<file path="src/rtl/core/tsq_pkg.sv">
// Package for the time sample qualifier: payload structs, status and report
// codes, register indexes and reset values. No dependencies.
`default_nettype none

package tsq_pkg;

  // Configuration register indexes and reset values
  localparam int unsigned CFG_INDEX_W   = 1;
  localparam int unsigned CFG_DATA_W    = 17;
  localparam int unsigned AGE_W         = 12;
  localparam int unsigned DIFF_W        = 17;
  localparam logic [CFG_INDEX_W-1:0] REG_MAX_RECEIVE_AGE      = 1'd0;
  localparam logic [CFG_INDEX_W-1:0] REG_MAX_CLOCK_DIFFERENCE = 1'd1;
  localparam logic [AGE_W-1:0]       AGE_RESET  = 12'd5;
  localparam logic [DIFF_W-1:0]      DIFF_RESET = 17'd14400;

  // Nanosecond extension window and scale
  localparam logic [31:0] EXT_WINDOW = 32'd1000;
  localparam logic [9:0]  USEC_SCALE = 10'd1000;

  // Default depth of the queue between front and back
  localparam int unsigned QUEUE_DEPTH = 4;

  // Tick status codes
  localparam logic [2:0] ST_ACCEPTED  = 3'd0;
  localparam logic [2:0] ST_NO_SOURCE = 3'd1;
  localparam logic [2:0] ST_NOT_READY = 3'd2;
  localparam logic [2:0] ST_BAD_MODE  = 3'd3;
  localparam logic [2:0] ST_CLASH     = 3'd4;
  localparam logic [2:0] ST_STALE     = 3'd5;
  localparam logic [2:0] ST_DIFF      = 3'd6;

  // Poll report codes
  localparam logic [2:0] REP_OK      = 3'd0;
  localparam logic [2:0] REP_FAULT   = 3'd1;
  localparam logic [2:0] REP_CLASH   = 3'd2;
  localparam logic [2:0] REP_BAD     = 3'd3;
  localparam logic [2:0] REP_TIMEOUT = 3'd4;

  // Item modes and segment status codes
  localparam logic       MODE_POLL   = 1'b1;
  localparam logic [1:0] SEG_ABSENT  = 2'd0;
  localparam logic [1:0] SEG_NOT_RDY = 2'd1;

  typedef struct packed {
    logic               mode;
    logic [1:0]         segment_status;
    logic               count_same;
    logic signed [31:0] segment_mode;
    logic signed [63:0] clock_sec;
    logic [19:0]        clock_usec;
    logic [31:0]        clock_nsec;
    logic signed [63:0] recv_sec;
    logic [19:0]        recv_usec;
    logic [31:0]        recv_nsec;
    logic signed [63:0] now_sec;
    logic               samples_pending;
  } tsq_in_t;

  typedef struct packed {
    logic [2:0]         sample_status;
    logic [2:0]         poll_report;
    logic signed [63:0] clock_sec_out;
    logic [29:0]        clock_nsec_out;
    logic signed [63:0] recv_sec_out;
    logic [29:0]        recv_nsec_out;
    logic [15:0]        tally_attempts;
    logic [15:0]        tally_good;
    logic [15:0]        tally_not_ready;
    logic [15:0]        tally_bad;
    logic [15:0]        tally_clash;
  } tsq_out_t;

  // Classified item handed from front to back
  typedef struct packed {
    logic               is_poll;
    logic               pending;
    logic               no_source;
    logic [2:0]         status;
    logic signed [63:0] clock_sec;
    logic [29:0]        clock_nsec;
    logic signed [63:0] recv_sec;
    logic [29:0]        recv_nsec;
  } tsq_job_t;

endpackage

`default_nettype wire

</file>
<file path="src/rtl/core/tsq_front.sv">
// Front of the time sample qualifier: takes items, holds the limit registers
// and classifies each tick in two stages. Depends on tsq_pkg.
`default_nettype none

module tsq_front
  import tsq_pkg::*;
(
  input  wire logic                   clk,
  input  wire logic                   rst,
  input  wire logic                   push,
  output logic                        full,
  input  wire tsq_in_t                sample,
  input  wire logic                   cfg_write,
  input  wire logic [CFG_INDEX_W-1:0] cfg_index,
  input  wire logic [CFG_DATA_W-1:0]  cfg_data,
  output logic                        job_valid,
  output tsq_job_t                    job,
  input  wire logic                   job_full
);

  logic [AGE_W-1:0]  max_receive_age;
  logic [DIFF_W-1:0] max_clock_difference;

  // Stage one: captured item
  logic    s1_valid;
  tsq_in_t s1;

  // Stage two: partial checks
  logic               s2_valid;
  logic               s2_is_poll;
  logic               s2_pending;
  logic               s2_no_source;
  logic [2:0]         s2_pre;
  logic               s2_stale;
  logic               s2_rgt;
  logic [63:0]        s2_mag;
  logic [29:0]        s2_cprod;
  logic [29:0]        s2_rprod;
  logic [31:0]        s2_cgiven;
  logic [31:0]        s2_rgiven;
  logic signed [63:0] s2_csec;
  logic signed [63:0] s2_rsec;

  logic s2_free;
  logic s1_ready;

  logic [2:0]  pre;
  logic        positive;
  logic        mode_invalid;
  logic        age_lt;
  logic [63:0] age_diff;
  logic        stale;
  logic        rgt;
  logic [63:0] mag;
  logic [29:0] cprod;
  logic [29:0] rprod;

  logic [31:0]       cprod32;
  logic [31:0]       rprod32;
  logic              use_given;
  logic [31:0]       cns;
  logic [31:0]       rns;
  logic              borrow;
  logic [DIFF_W:0]   limit;
  logic              diff_fail;
  logic [2:0]        status;

  // Limit registers
  always_ff @(posedge clk) begin
    if (rst) begin
      max_receive_age      <= AGE_RESET;
      max_clock_difference <= DIFF_RESET;
    end else if (cfg_write) begin
      case (cfg_index)
        REG_MAX_RECEIVE_AGE:      max_receive_age      <= cfg_data[AGE_W-1:0];
        REG_MAX_CLOCK_DIFFERENCE: max_clock_difference <= cfg_data[DIFF_W-1:0];
        default: ;
      endcase
    end
  end

  // Pipeline flow
  assign s2_free   = !s2_valid || !job_full;
  assign s1_ready  = !s1_valid || s2_free;
  assign full      = !s1_ready;
  assign job_valid = s2_valid;

  always_ff @(posedge clk) begin
    if (rst) begin
      s1_valid <= 1'b0;
    end else if (s1_ready) begin
      s1_valid <= push;
    end
  end

  always_ff @(posedge clk) begin
    if (push && s1_ready) begin
      s1 <= sample;
    end
  end

  // Stage one checks: segment status, clash, mode, age, second difference
  always_comb begin
    positive     = (s1.segment_mode != 32'sd0) && !s1.segment_mode[31];
    mode_invalid = s1.segment_mode[31:1] != 31'd0;
    if (s1.segment_status == SEG_ABSENT) begin
      pre = ST_NO_SOURCE;
    end else if (s1.segment_status == SEG_NOT_RDY) begin
      pre = ST_NOT_READY;
    end else if (positive && !s1.count_same) begin
      pre = ST_CLASH;
    end else if (mode_invalid) begin
      pre = ST_BAD_MODE;
    end else begin
      pre = ST_ACCEPTED;
    end
    age_lt   = s1.now_sec < s1.recv_sec;
    age_diff = s1.now_sec - s1.recv_sec;
    stale    = age_lt || (age_diff > {{(64-AGE_W){1'b0}}, max_receive_age});
    rgt      = s1.recv_sec > s1.clock_sec;
    mag      = rgt ? (s1.recv_sec - s1.clock_sec) : (s1.clock_sec - s1.recv_sec);
    cprod    = 30'({10'd0, s1.clock_usec} * USEC_SCALE);
    rprod    = 30'({10'd0, s1.recv_usec} * USEC_SCALE);
  end

  always_ff @(posedge clk) begin
    if (rst) begin
      s2_valid <= 1'b0;
    end else if (s2_free) begin
      s2_valid <= s1_valid;
    end
  end

  always_ff @(posedge clk) begin
    if (s1_valid && s2_free) begin
      s2_is_poll   <= s1.mode == MODE_POLL;
      s2_pending   <= s1.samples_pending;
      s2_no_source <= s1.segment_status == SEG_ABSENT;
      s2_pre       <= pre;
      s2_stale     <= stale;
      s2_rgt       <= rgt;
      s2_mag       <= mag;
      s2_cprod     <= cprod;
      s2_rprod     <= rprod;
      s2_cgiven    <= s1.clock_nsec;
      s2_rgiven    <= s1.recv_nsec;
      s2_csec      <= s1.clock_sec;
      s2_rsec      <= s1.recv_sec;
    end
  end

  // Stage two: nanosecond extension, borrow-corrected difference, verdict
  always_comb begin
    cprod32   = {2'b00, s2_cprod};
    rprod32   = {2'b00, s2_rprod};
    use_given = ((s2_cgiven - cprod32) < EXT_WINDOW) &&
                ((s2_rgiven - rprod32) < EXT_WINDOW);
    cns       = use_given ? s2_cgiven : cprod32;
    rns       = use_given ? s2_rgiven : rprod32;
    borrow    = rns < cns;
    // receive ahead: (d - borrow) > md; otherwise e > md - borrow
    limit     = s2_rgt ? ({1'b0, max_clock_difference} + {{DIFF_W{1'b0}}, borrow})
                       : ({1'b0, max_clock_difference} - {{DIFF_W{1'b0}}, borrow});
    diff_fail = (max_clock_difference != '0) &&
                (s2_mag > {{(64-DIFF_W-1){1'b0}}, limit});
    if (s2_pre != ST_ACCEPTED) begin
      status = s2_pre;
    end else if (s2_stale) begin
      status = ST_STALE;
    end else if (diff_fail) begin
      status = ST_DIFF;
    end else begin
      status = ST_ACCEPTED;
    end
  end

  always_comb begin
    job.is_poll    = s2_is_poll;
    job.pending    = s2_pending;
    job.no_source  = s2_no_source;
    job.status     = status;
    job.clock_sec  = s2_csec;
    job.clock_nsec = cns[29:0];
    job.recv_sec   = s2_rsec;
    job.recv_nsec  = rns[29:0];
  end

endmodule

`default_nettype wire

</file>
<file path="src/rtl/core/tsq_queue.sv">
// Short show-ahead queue of classified items between front and back.
// Flip-flop storage. Depends on tsq_pkg.
`default_nettype none

module tsq_queue
  import tsq_pkg::*;
#(
  parameter int unsigned DEPTH = QUEUE_DEPTH
) (
  input  wire logic     clk,
  input  wire logic     rst,
  input  wire logic     wr_valid,
  input  wire tsq_job_t wr_data,
  output logic          wr_full,
  output logic          rd_valid,
  output tsq_job_t      rd_data,
  input  wire logic     rd_take
);

  localparam int unsigned PTR_W = (DEPTH > 1) ? $clog2(DEPTH) : 1;
  localparam int unsigned CNT_W = $clog2(DEPTH + 1);

  tsq_job_t             slots [DEPTH];
  logic [PTR_W-1:0]     wr_ptr;
  logic [PTR_W-1:0]     rd_ptr;
  logic [CNT_W-1:0]     count;
  logic                 do_wr;
  logic                 do_rd;

  assign wr_full  = count == CNT_W'(DEPTH);
  assign rd_valid = count != '0;
  assign rd_data  = slots[rd_ptr];
  assign do_wr    = wr_valid && !wr_full;
  assign do_rd    = rd_take && rd_valid;

  // Store a beat
  always_ff @(posedge clk) begin
    if (do_wr) begin
      slots[wr_ptr] <= wr_data;
    end
  end

  // Advance pointers and track fill
  always_ff @(posedge clk) begin
    if (rst) begin
      wr_ptr <= '0;
      rd_ptr <= '0;
      count  <= '0;
    end else begin
      if (do_wr) begin
        wr_ptr <= (wr_ptr == PTR_W'(DEPTH - 1)) ? '0 : wr_ptr + 1'b1;
      end
      if (do_rd) begin
        rd_ptr <= (rd_ptr == PTR_W'(DEPTH - 1)) ? '0 : rd_ptr + 1'b1;
      end
      if (do_wr && !do_rd) begin
        count <= count + 1'b1;
      end else if (do_rd && !do_wr) begin
        count <= count - 1'b1;
      end
    end
  end

  a_count_bound: assert property (@(posedge clk) disable iff (rst)
    count <= CNT_W'(DEPTH))
    else $error("queue fill above depth");

  a_fill_track: assert property (@(posedge clk) disable iff (rst)
    (do_wr && !do_rd) |=> count == $past(count) + 1'b1)
    else $error("queue fill missed a write");

  a_ptr_gap: assert property (@(posedge clk) disable iff (rst)
    (count == '0) |-> (wr_ptr == rd_ptr))
    else $error("queue pointers apart while empty");

endmodule

`default_nettype wire

</file>
<file path="src/rtl/core/tsq_back.sv">
// Back of the time sample qualifier: applies classified items to the tallies,
// forms poll reports and holds the result register. Depends on tsq_pkg.
`default_nettype none

module tsq_back
  import tsq_pkg::*;
(
  input  wire logic     clk,
  input  wire logic     rst,
  input  wire logic     job_valid,
  input  wire tsq_job_t job,
  output logic          job_take,
  output logic          empty,
  input  wire logic     pop,
  output tsq_out_t      result
);

  logic [15:0] attempt_count;
  logic [15:0] good_count;
  logic [15:0] not_ready_count;
  logic [15:0] bad_count;
  logic [15:0] clash_count;
  logic        out_valid;
  tsq_out_t    result_next;
  logic [2:0]  report;
  logic        is_bad;

  function automatic logic [15:0] sat_inc(input logic [15:0] c);
    return (c == 16'hFFFF) ? c : c + 16'd1;
  endfunction

  assign job_take = job_valid && (!out_valid || pop);
  assign empty    = !out_valid;

  // Poll report: pending OK, no source fault, else top tally; ties: clash, bad
  always_comb begin
    if (job.pending) begin
      report = REP_OK;
    end else if (job.no_source) begin
      report = REP_FAULT;
    end else if (clash_count >= bad_count && clash_count >= not_ready_count) begin
      report = REP_CLASH;
    end else if (bad_count >= not_ready_count) begin
      report = REP_BAD;
    end else begin
      report = REP_TIMEOUT;
    end
  end

  always_comb begin
    is_bad      = (job.status == ST_BAD_MODE) || (job.status == ST_STALE) ||
                  (job.status == ST_DIFF);
    result_next = '0;
    if (job.is_poll) begin
      result_next.poll_report     = report;
      result_next.tally_attempts  = attempt_count;
      result_next.tally_good      = good_count;
      result_next.tally_not_ready = not_ready_count;
      result_next.tally_bad       = bad_count;
      result_next.tally_clash     = clash_count;
    end else begin
      result_next.sample_status = job.status;
      if (job.status == ST_ACCEPTED) begin
        result_next.clock_sec_out  = job.clock_sec;
        result_next.clock_nsec_out = job.clock_nsec;
        result_next.recv_sec_out   = job.recv_sec;
        result_next.recv_nsec_out  = job.recv_nsec;
      end
    end
  end

  // Update tallies; clear on poll
  always_ff @(posedge clk) begin
    if (rst) begin
      attempt_count   <= '0;
      good_count      <= '0;
      not_ready_count <= '0;
      bad_count       <= '0;
      clash_count     <= '0;
    end else if (job_take) begin
      if (job.is_poll) begin
        attempt_count   <= '0;
        good_count      <= '0;
        not_ready_count <= '0;
        bad_count       <= '0;
        clash_count     <= '0;
      end else begin
        attempt_count <= sat_inc(attempt_count);
        if (job.status == ST_ACCEPTED) begin
          good_count <= sat_inc(good_count);
        end
        if (job.status == ST_NOT_READY) begin
          not_ready_count <= sat_inc(not_ready_count);
        end
        if (job.status == ST_CLASH) begin
          clash_count <= sat_inc(clash_count);
        end
        if (is_bad) begin
          bad_count <= sat_inc(bad_count);
        end
      end
    end
  end

  // Result register
  always_ff @(posedge clk) begin
    if (rst) begin
      out_valid <= 1'b0;
    end else if (job_take) begin
      out_valid <= 1'b1;
    end else if (pop) begin
      out_valid <= 1'b0;
    end
  end

  always_ff @(posedge clk) begin
    if (job_take) begin
      result <= result_next;
    end
  end

  a_good_le_attempts: assert property (@(posedge clk) disable iff (rst)
    good_count <= attempt_count)
    else $error("good tally above attempt tally");

  a_clash_le_attempts: assert property (@(posedge clk) disable iff (rst)
    (clash_count <= attempt_count) && (not_ready_count <= attempt_count))
    else $error("reject tally above attempt tally");

  a_poll_clears: assert property (@(posedge clk) disable iff (rst)
    (job_take && job.is_poll) |=> (attempt_count == '0 && bad_count == '0))
    else $error("tallies not cleared after poll");

  a_take_needs_room: assert property (@(posedge clk) disable iff (rst)
    (out_valid && !pop) |-> !job_take)
    else $error("result overwritten before delivery");

endmodule

`default_nettype wire

</file>
<file path="src/rtl/core/time_sample_qualifier_core.sv">
// Time sample qualifier, top level: front classifier, queue, back tally unit.
// Accepted pushes pass stage one, stage two, the queue and the result register
// before the result shows (empty low). Throughput: one item per cycle while
// pop keeps pace, ticks and polls alike, set by the two-stage front and back.
// Reset (rst, synchronous): tallies cleared, limits to 5 s and 14400 s,
// pipeline, queue and result register empty.
`default_nettype none

module time_sample_qualifier_core
  import tsq_pkg::*;
#(
  parameter int unsigned DEPTH = QUEUE_DEPTH
) (
  input  wire logic                   clk,
  input  wire logic                   rst,
  input  wire logic                   push,
  output logic                        full,
  input  wire tsq_in_t                sample,
  output logic                        empty,
  input  wire logic                   pop,
  output tsq_out_t                    result,
  input  wire logic                   cfg_write,
  input  wire logic [CFG_INDEX_W-1:0] cfg_index,
  input  wire logic [CFG_DATA_W-1:0]  cfg_data
);

  logic     front_valid;
  tsq_job_t front_job;
  logic     queue_full;
  logic     queue_valid;
  tsq_job_t queue_job;
  logic     queue_take;

  tsq_front u_front (
    .clk       (clk),
    .rst       (rst),
    .push      (push),
    .full      (full),
    .sample    (sample),
    .cfg_write (cfg_write),
    .cfg_index (cfg_index),
    .cfg_data  (cfg_data),
    .job_valid (front_valid),
    .job       (front_job),
    .job_full  (queue_full)
  );

  tsq_queue #(
    .DEPTH (DEPTH)
  ) u_queue (
    .clk      (clk),
    .rst      (rst),
    .wr_valid (front_valid),
    .wr_data  (front_job),
    .wr_full  (queue_full),
    .rd_valid (queue_valid),
    .rd_data  (queue_job),
    .rd_take  (queue_take)
  );

  tsq_back u_back (
    .clk       (clk),
    .rst       (rst),
    .job_valid (queue_valid),
    .job       (queue_job),
    .job_take  (queue_take),
    .empty     (empty),
    .pop       (pop),
    .result    (result)
  );

endmodule

`default_nettype wire
</file>
<file path="config.mk">
export PLATFORM = sky130hd
export DESIGN_NAME = time_sample_qualifier_core
export DESIGN_NICKNAME = d
export VERILOG_FILES = /design/src/rtl/core/tsq_pkg.sv /design/src/rtl/core/tsq_front.sv /design/src/rtl/core/tsq_queue.sv /design/src/rtl/core/tsq_back.sv /design/src/rtl/core/time_sample_qualifier_core.sv
export SDC_FILE = /design/constraint.sdc
export NUM_CORES = 2
export LEC_CHECK = 0
export BUFFER_PORTS_ARGS = -buffer_cell sky130_fd_sc_hd__buf_2
export CORE_ASPECT_RATIO = 2
export CORE_UTILIZATION = 41
export CTS_CLUSTER_SIZE = 24
export DETAILED_ROUTE_END_ITERATION = 10
export GPL_TIMING_DRIVEN = 0
export PLACE_DENSITY = 0.55
export SYNTH_ARGS = -nofsm -noshare
export SYNTH_HDL_FRONTEND = slang
export SYNTH_HIERARCHICAL = 1
export SYNTH_SLANG_ARGS = --single-unit
</file>
<file path="constraint.sdc">
create_clock -name clk -period 32.4 [get_ports clk]
set_input_delay 6.48 -clock clk [delete_from_list [all_inputs] [get_ports clk]]
set_output_delay 6.48 -clock clk [all_outputs]
set_load 0.02 [all_outputs]
</file>
Word level (Yosys, flattened, before mapping):

Memory sizes are Yosys's and may differ from the RTL's. A register that Yosys moved wholly into a read port is not among the register bits.
Cells that the tools add are included.

* input port bits: 356
* output and inout bits: 276
* RAM bits: 776
* memories: 1
* flip-flop bits (word level): 1044
* word-level logic and storage cells: 192

* add/sub/neg operators: 16
* muxes and demuxes: 37
* $lt $le $gt $ge: 10
* multipliers: 2
* reductions and logical operators: 52
* eq/ne operators: 19
* bitwise gates (word level): 3

Memory list
* u_queue.slots: depth 4, width 194, read ports 1, clocked after memory_dff 1, write ports 1, RTL line tsq_queue.sv:23 `tsq_job_t slots [DEPTH];`

Operators with widths (count)
* $mux W16: 14
* $sub A64 B64 Y64: 3
* $add A16 B1 Y16 const B: 5
* $eq A16 B16 Y1 const B: 5
* $gt A64 B12 Y1: 1
* $gt A64 B18 Y1: 1
* $gt A64 B64 Y1: 1
* $lt A32 B10 Y1 const B: 2
* $lt A64 B64 Y1: 1
* $mux W32: 2
* $mux W64: 1
* $sub A32 B30 Y32: 2
* $mul A20 B7 Y27 const B: 2
* $ge A16 B16 Y1: 3
* $lt A32 B32 Y1: 1
* $reduce_bool A32 Y1: 1
* $reduce_bool A31 Y1: 1
* $mux W3: 7
* $add A17 B1 Y18: 1
* $mux W18: 1
* $sub A17 B1 Y18: 1
* $reduce_bool A17 Y1: 1
* $mux W2: 7
* $eq A3 B3 Y1 const B: 4
* 21 further kinds: 71

Depth between registers and ports, before layout:

* word-level depth: 12
* mapped depth: 51
* mapped depth without buffers: 49

Modules after synthesis:

Netlist, hierarchy kept.

Modules (own cells, without submodules)
* tsq_front: sequential area each 20169.3 sq um, times used 1, area an instance 46895.0 sq um, cells an instance 4437
* tsq_queue: sequential area each 23482.5 sq um, times used 1, area an instance 28472.3 sq um, cells an instance 1064
* tsq_back: sequential area each 9849.4 sq um, times used 1, area an instance 15325.9 sq um, cells an instance 1185

Least setup slack after synthesis:

No wires, ideal clock.

* path kind: reg2reg
* start: reg u_queue.count[0]
* end: reg u_front.s2_cgiven[0] (enable)
* period minus slack after synthesis: 25.041 ns
* setup time: 1.484 ns
* required time: 30.916 ns
* cell stages (with the launch flop): 5
* path buffers: 1
* slack: 7.359 ns
* arrival time: 23.557 ns
* cell sequence: dfxtp_1 or3b_1 buf_2 inv_2 a21boi_0

* word-level cells in the longest chain between the ends: 4

RTL lines
* start, declared: RTL line tsq_queue.sv:26 `logic [CNT_W-1:0] count;`
* start signal, assigned: RTL line tsq_queue.sv:57 `count <= count + 1'b1;`
* start signal, assigned: RTL line tsq_queue.sv:59 `count <= count - 1'b1;`
* $eq A3 B3 Y1: RTL line tsq_queue.sv:30 `assign wr_full = count == CNT_W'(DEPTH);`
* named net queue_full: RTL line time_sample_qualifier_core.sv:29 `logic queue_full;`
* $logic_not A1 Y1: RTL line tsq_front.sv:83 `assign s2_free = !s2_valid || !job_full;`
* $logic_or A1 B1 Y1: RTL line tsq_front.sv:83
* $logic_and A1 B1 Y1: RTL line tsq_front.sv:135 `if (s1_valid && s2_free) begin`
* end signal, assigned: RTL line tsq_front.sv:145 `s2_cgiven <= s1.clock_nsec;`
* end, declared: RTL line tsq_front.sv:39 `logic [31:0] s2_cgiven;`

The timed path passes the listed nets, and every way through them passes these cells.
A chain may end at the register's enable or synchronous reset.

==> reports/metrics.cfg <==
[layout]
layout_common_cells=edfxtp_1, buf_2, ha_1, a21oi_1, inv_1
final_nets=8554
final_common_cell=edfxtp_1
drive_gt1_share_pct=18.2
syn2layout_area_growth_pct=15.1
post-route-util_pct=47.6

[routing]
first_pass_iters=5
drc_errors=0
ant_nets=0
met3_length_mm=12.8
routed-via-count=59258
drtIter0Drc=3978
routed_wl_mm=326
drt-met1-wl_mm=107
routedWlPerCell_um=30.7
drt-vias-per-instance=5.57
wl_met2_mm=178
highest_layer=met5

[yosys]
synthesis.area_sq_um=90700
synth_edf_count=1701
ys_warn_count=6
synth_area_per_cell_sq_um=13.6
synth_cells=6686
synth_seq_area_share_pct=59.0
synth_flop_cell=edfxtp_1
synth_seq_cells=1822
synthArstFlopShare_pct=0
synth.net_count=7693
synth.distinct_cells=114

[critical_path]
ff2ff_path_depth=49
critPathArrivalTime_ns=15.47
crit_type=flip-flop to flip-flop
worst_setup_path_start_kind=flip-flop
cp.buffers_inverters=5
end_kind=flip-flop
slowest_stage=nor3_1
cp_num_cells=49
slowest_delay_ns=1.02
worstPathRequired_ns=32.97
crit_family=simple AND/OR/NAND/NOR gates
path_max_fanout=14
cp_common_cell=a21o_1

[min_path]
min_path_type=flip-flop to flip-flop
holdPathStages=0

[clock_network]
root_buffer=clkbuf_16
post-cts-setup-buffers=0
cts_resized=0
cts_hold_buf=0
clk_pin_slew_worst_paths_ns=0.06
h-tree-depth=4
insertion_delay_ns=0.87
clockBufferDepth=4
cts_num_sinks=1822
numCtsBuffers=173
cts_tree=done

[pwr]
ir_worst_vdd_mv=0.106
leakagePower_nw=38.6
power_mw=8.28
power_density_nw_per_um2=79.3

[die]
row_count=243
die_area_sq_um=223000
core_sq_um=220000
start_util_pct=41.3
die_h_um=667
boundaryPins=632
die_width_um=335

[global_routing]
track_usage_pct=29.0
grt_first_pass_wirelength_mm=450
grt_pass1_vias=61632
antenna_found_initial=47
grt_remaining_overflow=0
grt_max_degree=105

[sta]
fmax_mhz=67.1
setup_violations=0
hold_violations=0
slew_headroom_pct=-0.209
drv_slew=1
worstMarginPinSlew_ns=1.47
final.period_utilization_pct=46.0
setup_slack_ns=17.50
fin_worst_skew_ns=0.0583
rsz0062_at_grt=no
layout_min_cycle_time_ns=14.90

[placed_design]
place_congestion=1.02
post-place-ws_ns=17.71
port_buffers=631
dp_hpwl_mm=264

[run_status]
outcome=finished with violations
violations=capacitance limit, slew limit

[flow_run]
drv_cap=1

registers in the layout, indices dropped and copies added (netlist names), 2 cells and up, named ones only:
signal,flops
u_front/s2_csec,64
u_front/s2_pre,3
u_back/clash_count,16
u_queue/wr_ptr,2
u_back/bad_count,16
u_queue/count,3
u_back/good_count,16
u_queue/rd_ptr,2
u_front/max_clock_difference,17
u_front/s2_rprod,27
u_back/not_ready_count,16
u_back/attempt_count,16
u_front/s2_cprod,27
u_front/s1,333
u_front/s2_rsec,64
u_front/max_receive_age,12
u_queue/slots,776
u_front/s2_mag,64
u_back/result,274
u_front/s2_cgiven,32
u_front/s2_rgiven,32
area by class of cell:
| type | instances | area [sq um] |
|---|---|---|
| multi-input cells | 4186 | 34400 |
| fillers | 19800 | 115000 |
| well taps | 2940 | 3680 |
| diodes | 20 | 50.0 |
| plain buffers | 233 | 1190 |
| flip-flops and latches | 1822 | 53500 |
| clock inverters | 87 | 932 |
| clock buffers | 216 | 4620 |
| inverters | 445 | 1680 |
| repair buffers | 686 | 4320 |
metrics by stage:
step / instances / hold slack (ns) / TNS [ns] / cell area, sq um
3_5_place_dp: 10312 / 0.405 / 0 / 98800
5_1_grt: 10619 / 0.422 / 0 / 104000
2_1_floorplan: 6686 / 0.400 / 0 / 90700
6_report: 10635 / 0.418 / 0 / 104000
3_3_place_gp: 10257 / 0.404 / -3021.25 / 97500
4_1_cts: 10615 / 0.420 / 0 / 104000
logic make-up (layout without fill, tap and decap cells):
logic type | after synthesis | in the layout | synth area share [%]
flip-flops | 1822 | 1822 | 59.0
multiplexers | 296 | 296 | 6.20
AO/OA/AOI/OAI | 1341 | 1341 | 9.39
XOR/XNOR | 232 | 232 | 2.24
buffers and inverters | 678 | 1667 | 3.15
other | 2 | 22 | 0.00828
AND/OR/NAND/NOR | 1664 | 1664 | 9.82
adder cells (fa/ha/maj) | 651 | 651 | 10.2
cell usage after synthesis (60+ instances only):
master    count  area share [%]
o21bai_1     77            0.64
fa_1        147             3.2
edfxtp_1   1701              56
and2_1      297             2.0
a21oi_1     449             2.5
dfxtp_1     121             2.7
nand2_1     344             1.4
a21o_1      119            0.99
nor3_1      110            0.61
o21ai_0     267             1.5
nor4_1       61            0.42
mux4_2      194             4.8
nand3_1      95            0.52
xnor2_1     172             1.7
xor2_1       60            0.58
nor2_1      326             1.3
clkbuf_1    148            0.61
inv_1       433             1.8
ha_1        504             7.0
nand4_1     112            0.77
routing by layer:
layer / up-vias / track usage [%]
met3: 675 / 3.31
li1: 26913 / -
met5: - / 0
met2: 1875 / 55.5
met1: 29779 / 28.4
met4: 16 / 21.0
report_power, final:
part | internal, mW | total (mW) | switching [mW]
combinational | 1.02 | 3.01 | 1.99
clock | 1.15 | 2.04 | 0.894
sequential | 3.06 | 3.23 | 0.171
final timing paths:
kind / from / to / slack (ns)
setup / recovery: u_front/s2_rgiven[25] / u_queue/slots[3][189] / 17.50
hold / removal: u_front/s1[211] / u_front/s2_cgiven[30] / 0.42
setup reg to reg: u_front/s2_rgiven[25] / u_queue/slots[3][189] / 17.50
hold reg to reg: u_front/s1[211] / u_front/s2_cgiven[30] / 0.42
Note: power is estimated with default switching activity, not from simulation.
